===== config.mk =====
export PLATFORM = sky130hd
export DESIGN_NAME = fixed_point_sine_cosine
export DESIGN_NICKNAME = d
export VERILOG_FILES = /design/src/hdl/fpsc_pkg.sv /design/src/hdl/fpsc_sine.sv /design/src/hdl/fixed_point_sine_cosine.sv
export SDC_FILE = /design/constraint.sdc
export NUM_CORES = 2
export LEC_CHECK = 0
export ABC_AREA = 0
export BUFFER_PORTS_ARGS = -buffer_cell sky130_fd_sc_hd__clkbuf_2
export CAP_MARGIN = 20
export CORE_MARGIN = 2
export CORE_UTILIZATION = 55
export DETAILED_ROUTE_END_ITERATION = 16
export GPL_ROUTABILITY_DRIVEN = 1
export PLACE_DENSITY = 0.76
export SETUP_SLACK_MARGIN = 0.3
export SLEW_MARGIN = 20
export SYNTH_ARGS = -nofsm -noshare
export SYNTH_HDL_FRONTEND = slang
export SYNTH_SLANG_ARGS = --single-unit

===== constraint.sdc =====
create_clock -name clock -period 11.3 [get_ports clock]
set_input_delay 2.26 -clock clock [delete_from_list [all_inputs] [get_ports clock]]
set_output_delay 2.26 -clock clock [all_outputs]
set_load 0.005 [all_outputs]

===== src/hdl/fpsc_pkg.sv =====
// shared widths and constants of the fixed-point sine and cosine unit
package fpsc_pkg;

   localparam int ANGLE_W = 24;  // input angle, Q20 radians
   localparam int TURN_W  = 25;  // folded angle with headroom for the fold
   localparam int OUT_W   = 12;  // result, Q10

   localparam logic signed [TURN_W-1:0] HALF_TURN    = 25'sd3294206;
   localparam logic signed [TURN_W-1:0] FULL_TURN    = 25'sd6588413;
   localparam logic signed [TURN_W-1:0] QUARTER_TURN = 25'sd1647100;

   localparam logic signed [11:0] LIN_COEF  = 12'sd1304;
   localparam logic signed [9:0]  SQ_COEF   = 10'sd415;
   localparam logic signed [9:0]  CORR_COEF = 10'sd261;

endpackage


===== src/hdl/fpsc_sine.sv =====
// seven-stage pipelined parabolic sine with precision correction
module fpsc_sine (
   input  logic                                 clock,
   input  logic                                 reset,
   input  logic                                 in_valid,
   input  logic signed [fpsc_pkg::TURN_W-1:0]   in_angle,
   output logic                                 out_valid,
   output logic signed [fpsc_pkg::OUT_W-1:0]    out_value
);

   localparam int NSTAGE = 7;

   logic [NSTAGE-1:0] valid_ff;

   // stage 1
   logic signed [12:0] x1_ff;
   logic               neg1_ff;
   // stage 2
   logic signed [12:0] x2_ff;
   logic               neg2_ff;
   logic signed [21:0] m2_ff;
   logic signed [24:0] lin2_ff;
   // stage 3
   logic               neg3_ff;
   logic signed [24:0] sq3_ff;
   logic signed [24:0] lin3_ff;
   // stage 4
   logic signed [25:0] y4_ff;
   // stage 5
   logic signed [32:0] prod5_ff;
   logic signed [25:0] y5_ff;
   // stage 6
   logic signed [32:0] corr6_ff;
   logic signed [25:0] y6_ff;
   // stage 7
   logic signed [fpsc_pkg::OUT_W-1:0] out7_ff;

   logic signed [21:0] m2_in;
   logic signed [24:0] lin2_in;
   logic signed [11:0] mh;
   logic signed [24:0] sq3_in;
   logic signed [25:0] y4_in;
   logic signed [15:0] yh;
   logic signed [26:0] y_ext;
   logic signed [26:0] y_neg;
   logic signed [26:0] y_mag;
   logic signed [16:0] ya;
   logic signed [32:0] prod5_in;
   logic signed [32:0] diff;
   logic signed [22:0] d_sh;
   logic signed [32:0] corr6_in;
   logic signed [32:0] sum;
   logic signed [fpsc_pkg::OUT_W-1:0] out7_in;

   always_comb begin
      m2_in   = 22'(x1_ff) * 22'(fpsc_pkg::SQ_COEF);
      lin2_in = 25'(x1_ff) * 25'(fpsc_pkg::LIN_COEF);

      // floor(415x / 2^10) times x
      mh     = m2_ff[21:10];
      sq3_in = 25'(mh) * 25'(x2_ff);

      // sign of the angle picks the sign of the square term
      if (neg3_ff) begin
         y4_in = 26'(lin3_ff) + 26'(sq3_ff);
      end else begin
         y4_in = 26'(lin3_ff) - 26'(sq3_ff);
      end

      yh    = y4_ff[25:10];
      y_ext = 27'(y4_ff);
      y_neg = 27'sd0 - y_ext;
      y_mag = y4_ff[25] ? y_neg : y_ext;
      ya    = y_mag[26:10];
      prod5_in = 33'(yh) * 33'(ya);

      diff     = prod5_ff - 33'(y5_ff);
      d_sh     = diff[32:10];
      corr6_in = 33'(d_sh) * 33'(fpsc_pkg::CORR_COEF);

      sum     = corr6_ff + 33'(y6_ff);
      out7_in = sum[10 +: fpsc_pkg::OUT_W];
   end

   always_ff @(posedge clock) begin
      if (reset) begin
         valid_ff <= '0;
      end else begin
         valid_ff <= {valid_ff[NSTAGE-2:0], in_valid};
      end
   end

   always_ff @(posedge clock) begin
      x1_ff    <= in_angle[22:10];
      neg1_ff  <= in_angle[fpsc_pkg::TURN_W-1];
      x2_ff    <= x1_ff;
      neg2_ff  <= neg1_ff;
      m2_ff    <= m2_in;
      lin2_ff  <= lin2_in;
      neg3_ff  <= neg2_ff;
      sq3_ff   <= sq3_in;
      lin3_ff  <= lin2_ff;
      y4_ff    <= y4_in;
      prod5_ff <= prod5_in;
      y5_ff    <= y4_ff;
      corr6_ff <= corr6_in;
      y6_ff    <= y5_ff;
      out7_ff  <= out7_in;
   end

   assign out_valid = valid_ff[NSTAGE-1];
   assign out_value = out7_ff;

endmodule


===== src/hdl/fixed_point_sine_cosine.sv =====
// top level: angle fold, quarter-turn offset and two sine pipelines
// throughput: one angle per cycle while busy is low; two fold stages then seven stages per sine pipeline
// rsp_valid strobes for one cycle per result; the receiver cannot stall, so nothing waits
// reset: synchronous, clears all valid bits; busy is high in reset and for the cycle after reset
// and low otherwise, so start is taken in every cycle in which busy is low
module fixed_point_sine_cosine (
   input  logic                                 clock,
   input  logic                                 reset,
   input  logic                                 start,
   output logic                                 busy,
   input  logic signed [fpsc_pkg::ANGLE_W-1:0]  req_angle,
   output logic                                 rsp_valid,
   output logic signed [fpsc_pkg::OUT_W-1:0]    rsp_sine,
   output logic signed [fpsc_pkg::OUT_W-1:0]    rsp_cosine
);

   logic busy_ff;
   logic v1_ff;
   logic v2_ff;
   logic signed [fpsc_pkg::TURN_W-1:0] t1_ff;
   logic signed [fpsc_pkg::TURN_W-1:0] t2_ff;
   logic signed [fpsc_pkg::TURN_W-1:0] c2_ff;

   logic signed [fpsc_pkg::TURN_W-1:0] a_ext;
   logic signed [fpsc_pkg::TURN_W-1:0] t1_in;
   logic signed [fpsc_pkg::TURN_W-1:0] c_sum;
   logic signed [fpsc_pkg::TURN_W-1:0] c2_in;
   logic                               accept;
   logic                               s_valid;
   logic                               c_valid;

   assign accept = start & ~busy_ff;

   always_comb begin
      // one fold into about plus or minus pi
      a_ext = fpsc_pkg::TURN_W'(req_angle);
      if (a_ext > fpsc_pkg::HALF_TURN) begin
         t1_in = a_ext - fpsc_pkg::FULL_TURN;
      end else if (a_ext < -fpsc_pkg::HALF_TURN) begin
         t1_in = a_ext + fpsc_pkg::FULL_TURN;
      end else begin
         t1_in = a_ext;
      end

      // cosine path: shift by a quarter turn, fold down once
      c_sum = t1_ff + fpsc_pkg::QUARTER_TURN;
      if (c_sum > fpsc_pkg::HALF_TURN) begin
         c2_in = c_sum - fpsc_pkg::FULL_TURN;
      end else begin
         c2_in = c_sum;
      end
   end

   always_ff @(posedge clock) begin
      if (reset) begin
         busy_ff <= 1'b1;
         v1_ff   <= 1'b0;
         v2_ff   <= 1'b0;
      end else begin
         busy_ff <= 1'b0;
         v1_ff   <= accept;
         v2_ff   <= v1_ff;
      end
   end

   always_ff @(posedge clock) begin
      t1_ff <= t1_in;
      t2_ff <= t1_ff;
      c2_ff <= c2_in;
   end

   fpsc_sine u_sine (
      .clock     (clock),
      .reset     (reset),
      .in_valid  (v2_ff),
      .in_angle  (t2_ff),
      .out_valid (s_valid),
      .out_value (rsp_sine)
   );

   fpsc_sine u_cosine (
      .clock     (clock),
      .reset     (reset),
      .in_valid  (v2_ff),
      .in_angle  (c2_ff),
      .out_valid (c_valid),
      .out_value (rsp_cosine)
   );

   assign busy      = busy_ff;
   assign rsp_valid = s_valid & c_valid;

endmodule


==> impl_metrics.py <==
metrics = {
    "die": {
        "core-area_sq_um": 115700,
        "row_count": 125,
        "dieHeight_um": 345.0,
        "start_util": 0.5526,
        "die_w_um": 345.0,
        "io_pins": 53,
        "fp.dieArea_sq_um": 119000,
    },
    "setup_path": {
        "cp-start-kind": "flip-flop",
        "r2r_setup_slack_ps": 1340,
        "reg2reg_depth": 32,
        "timing.rr.start": "u_sine.y4_ff[2]$_DFF_P_",
        "path_common_cell": "fa_1",
        "criticalPathCategory": "flip-flop to flip-flop",
        "worstPathRequired_ps": 11810,
        "critPathMaxFanout": 14,
        "cp.arrival_ps": 10470,
        "r2r-end": "u_sine.prod5_ff[31]$_DFF_P_",
        "cp_slowest_stage_delay_ps": 720,
        "slowest_stage": "a2111oi_0",
        "endpoint_kind": "flip-flop",
    },
    "synthesis": {
        "async_flop_share": 0,
        "ys.flop_type": "dfxtp_1",
        "synthCells": 6719,
        "yosysMostFrequentCell": "inv_1",
        "synth_common_cells": "1373 x inv_1, 1011 x fa_1, 795 x ha_1",
        "synth_largest_area_cell": "fa_1",
        "netlist_area_sq_um": 63960,
        "ys_top_cells_by_area": "fa_1 32%, dfxtp_1 18%, ha_1 16%, inv_1 8.1%, xnor2_1 4.4%",
        "avgSynthCellArea_sq_um": 9.519,
        "yosysSeqAreaShare": 0.1756,
        "synth-seq-cells": 561,
        "yosysTopAreaCellShare": 0.3164,
        "yosysWarningCount": 0,
        "synth_edf_count": 0,
        "yosysUniqueCellTypes": 84,
    },
    "min_path": {
        "hold_end": "u_sine.lin3_ff[14]$_DFF_P_",
        "holdCritPathClass": "flip-flop to flip-flop",
        "whs_path_depth": 0,
        "hold_path_startpoint": "u_sine.lin2_ff[14]$_DFF_P_",
    },
    "global_routing": {
        "met1_usage": 0.2964,
        "overflow": 0,
        "grt_pass1_vias": 46820,
        "gr-usage-met2": 0.3915,
        "grt_max_degree": 52,
        "grt_first_pass_wirelength_um": 223300,
        "grt_usage": 0.2249,
        "top_usage_layer": "met2",
        "use_met3": 0.03204,
        "grt_antenna_before_repair": 0,
    },
    "finish": {
        "multiInputGateArea_sq_um": 47220,
        "seqCellArea_sq_um": 11230,
        "n_fill_cell": 9654,
        "final_nets": 8617,
        "area_delta_synth_final_pct": 6.651,
        "fin_area_sq_um": 68220,
        "drive_gt1_frac": 0.03877,
    },
    "sta": {
        "finalHoldViolCount": 0,
        "clock.fmax_mhz": 100.4,
        "maxSlewHeadroom": 0.2509,
        "skew_ps": 26.43,
        "worst_pin_slew_ps": 1122,
        "rsz0062_at_grt": "no",
        "final.period_utilization": 0.8814,
        "min_period_ps": 9960,
        "slew_violations": 0,
        "setup_tns_ps": 0,
        "finalSetupViolations": 0,
    },
    "placement": {
        "gp_congestion": 0.8813,
        "portBuffers": 52,
        "hpwlAfterDp_um": 108000,
        "dpl_cell_area_sq_um": 66070,
    },
    "drt": {
        "vias_per_cell": 5.256,
        "vias": 43940,
        "drt_iter0_drc": 2343,
        "drt_pass1_iterations": 6,
        "drc": 0,
        "finalWirelength_um": 130000,
        "wl_per_cell_um": 15.55,
        "ant_nets": 0,
    },
    "clocking": {
        "clock_latency_ps": 660,
        "clk_pin_slew_ps": 60,
        "htree_levels": 2,
        "clockRootBuffer": "clkbuf_16",
        "cts_tree": "done",
        "cts_post_setup_buffers_inserted": 0,
        "cts_resized": 0,
        "cts_made_buffers": 61,
        "cts_hold_buf": 0,
        "clock-sinks": 561,
        "ctsLongestPathBuffers": 3,
    },
    "status": {
        "status": "finished, final reports clean",
    },
    "flow_run": {
        "cap_violations": 0,
    },
}
## sequential cells by signal (all words and copies together) (netlist names), 22 cells and up
name               count
u_cosine.lin3_ff      22
u_cosine.sq3_ff       25
u_cosine.y6_ff        22
u_sine.y4_ff          26
u_sine.sq3_ff         25
u_cosine.y5_ff        26
u_sine.corr6_ff       22
u_cosine.y4_ff        26
u_sine.lin3_ff        22
t1_ff                 25
u_sine.y6_ff          22
u_cosine.prod5_ff     32
u_sine.prod5_ff       32
u_cosine.corr6_ff     22
u_sine.y5_ff          26
## layout make-up
cell class | count | area share
antenna | 1 | 0.00003668
clock buffer | 81 | 0.02572
clock inverter | 33 | 0.005521
inverter | 1373 | 0.07555
multi-input combinational | 4693 | 0.6922
sequential | 561 | 0.1646
tap | 1524 | 0.02795
timing repair buffer | 94 | 0.008437
## how the worst max path moves through the flow
stage	from	end	slack, ps	cells after the start
final	u_sine.y4_ff[2]$_DFF_P_	u_sine.prod5_ff[31]$_DFF_P_	1340	32
after global routing	u_sine.y4_ff[2]$_DFF_P_	u_sine.prod5_ff[31]$_DFF_P_	720	32
after CTS	u_sine.y4_ff[2]$_DFF_P_	u_sine.prod5_ff[31]$_DFF_P_	1330	32
after detailed placement	u_sine.y4_ff[2]$_DFF_P_	u_sine.prod5_ff[31]$_DFF_P_	1400	32
after global placement	u_sine.y4_ff[2]$_DFF_P_	u_sine.prod5_ff[31]$_DFF_P_	1640	32
after floorplan	u_sine.y4_ff[2]$_DFF_P_	u_sine.prod5_ff[31]$_DFF_P_	2110	35
## worst max-delay path: cells and delay by family, from the launching register on
kind / cells / cell delay [ps]
AO/OA/AOI/OAI: 10 / 2220
XOR/XNOR: 2 / 220
adder cells (fa/ha/maj): 7 / 3230
buffers and inverters: 3 / 330
flip-flops: 1 / 320
AND/OR/NAND/NOR: 10 / 3470
## layer usage
layer	share of wire	wire length, um
met5	0	0
met4	0.021	2700
met3	0.057	7369
met2	0.49	63190
met1	0.44	56770
## cells by family (layout without fill, tap and decap cells)
family / count (synthesis) / count (layout) / synth area share
AO/OA/AOI/OAI: 828 / 828 / 0.08271
XOR/XNOR: 423 / 423 / 0.05835
adder cells (fa/ha/maj): 1806 / 1806 / 0.4719
buffers and inverters: 1557 / 1581 / 0.09198
flip-flops: 561 / 561 / 0.1756
multiplexers: 13 / 13 / 0.002074
other: 2 / 95 / 0.0001174
AND/OR/NAND/NOR: 1529 / 1529 / 0.1172
## cell usage in the layout (no fill, tap or decap), drive strengths merged, types with 14 or more instances in the layout
| master | n |
|---|---|
| a31oi | 31 |
| ha | 795 |
| a21oi | 260 |
| inv | 1378 |
| conb | 94 |
| o21a | 53 |
| nand2 | 556 |
| o211ai | 14 |
| nor3 | 85 |
| nand3 | 42 |
| buf | 42 |
| or2 | 26 |
| dfxtp | 561 |
| a211oi | 34 |
| a21o | 83 |
| or3 | 28 |
| xnor2 | 318 |
| clkbuf | 133 |
| clkinv | 15 |
| o21ai | 159 |
| and3 | 24 |
| and2 | 324 |
| fa | 1011 |
| nor2b | 68 |
| a31o | 14 |
| o31ai | 21 |
| nand2b | 58 |
| nor2 | 251 |
| xor2 | 103 |
| o21bai | 46 |
| nand4 | 21 |
## stage by stage
| stage | cells | setup WS, ps | hold WS, ps | util |
|---|---|---|---|---|
| global route | 8359 | 715.6 | 323.4 | 0.5894 |
| global placement | 8245 | 1645 | 310.0 | 0.5708 |
| floorplan | 6811 | 2109 | 309.6 | - |
| detailed placement | 8245 | 1403 | 312.1 | 0.5708 |
| CTS | 8359 | 1331 | 321.1 | 0.5893 |
| finish | 8360 | 1340 | 318.4 | 0.5894 |
Power is not shown: default switching activity piles up to over one toggle a cycle in this logic, so the estimate is an artifact.
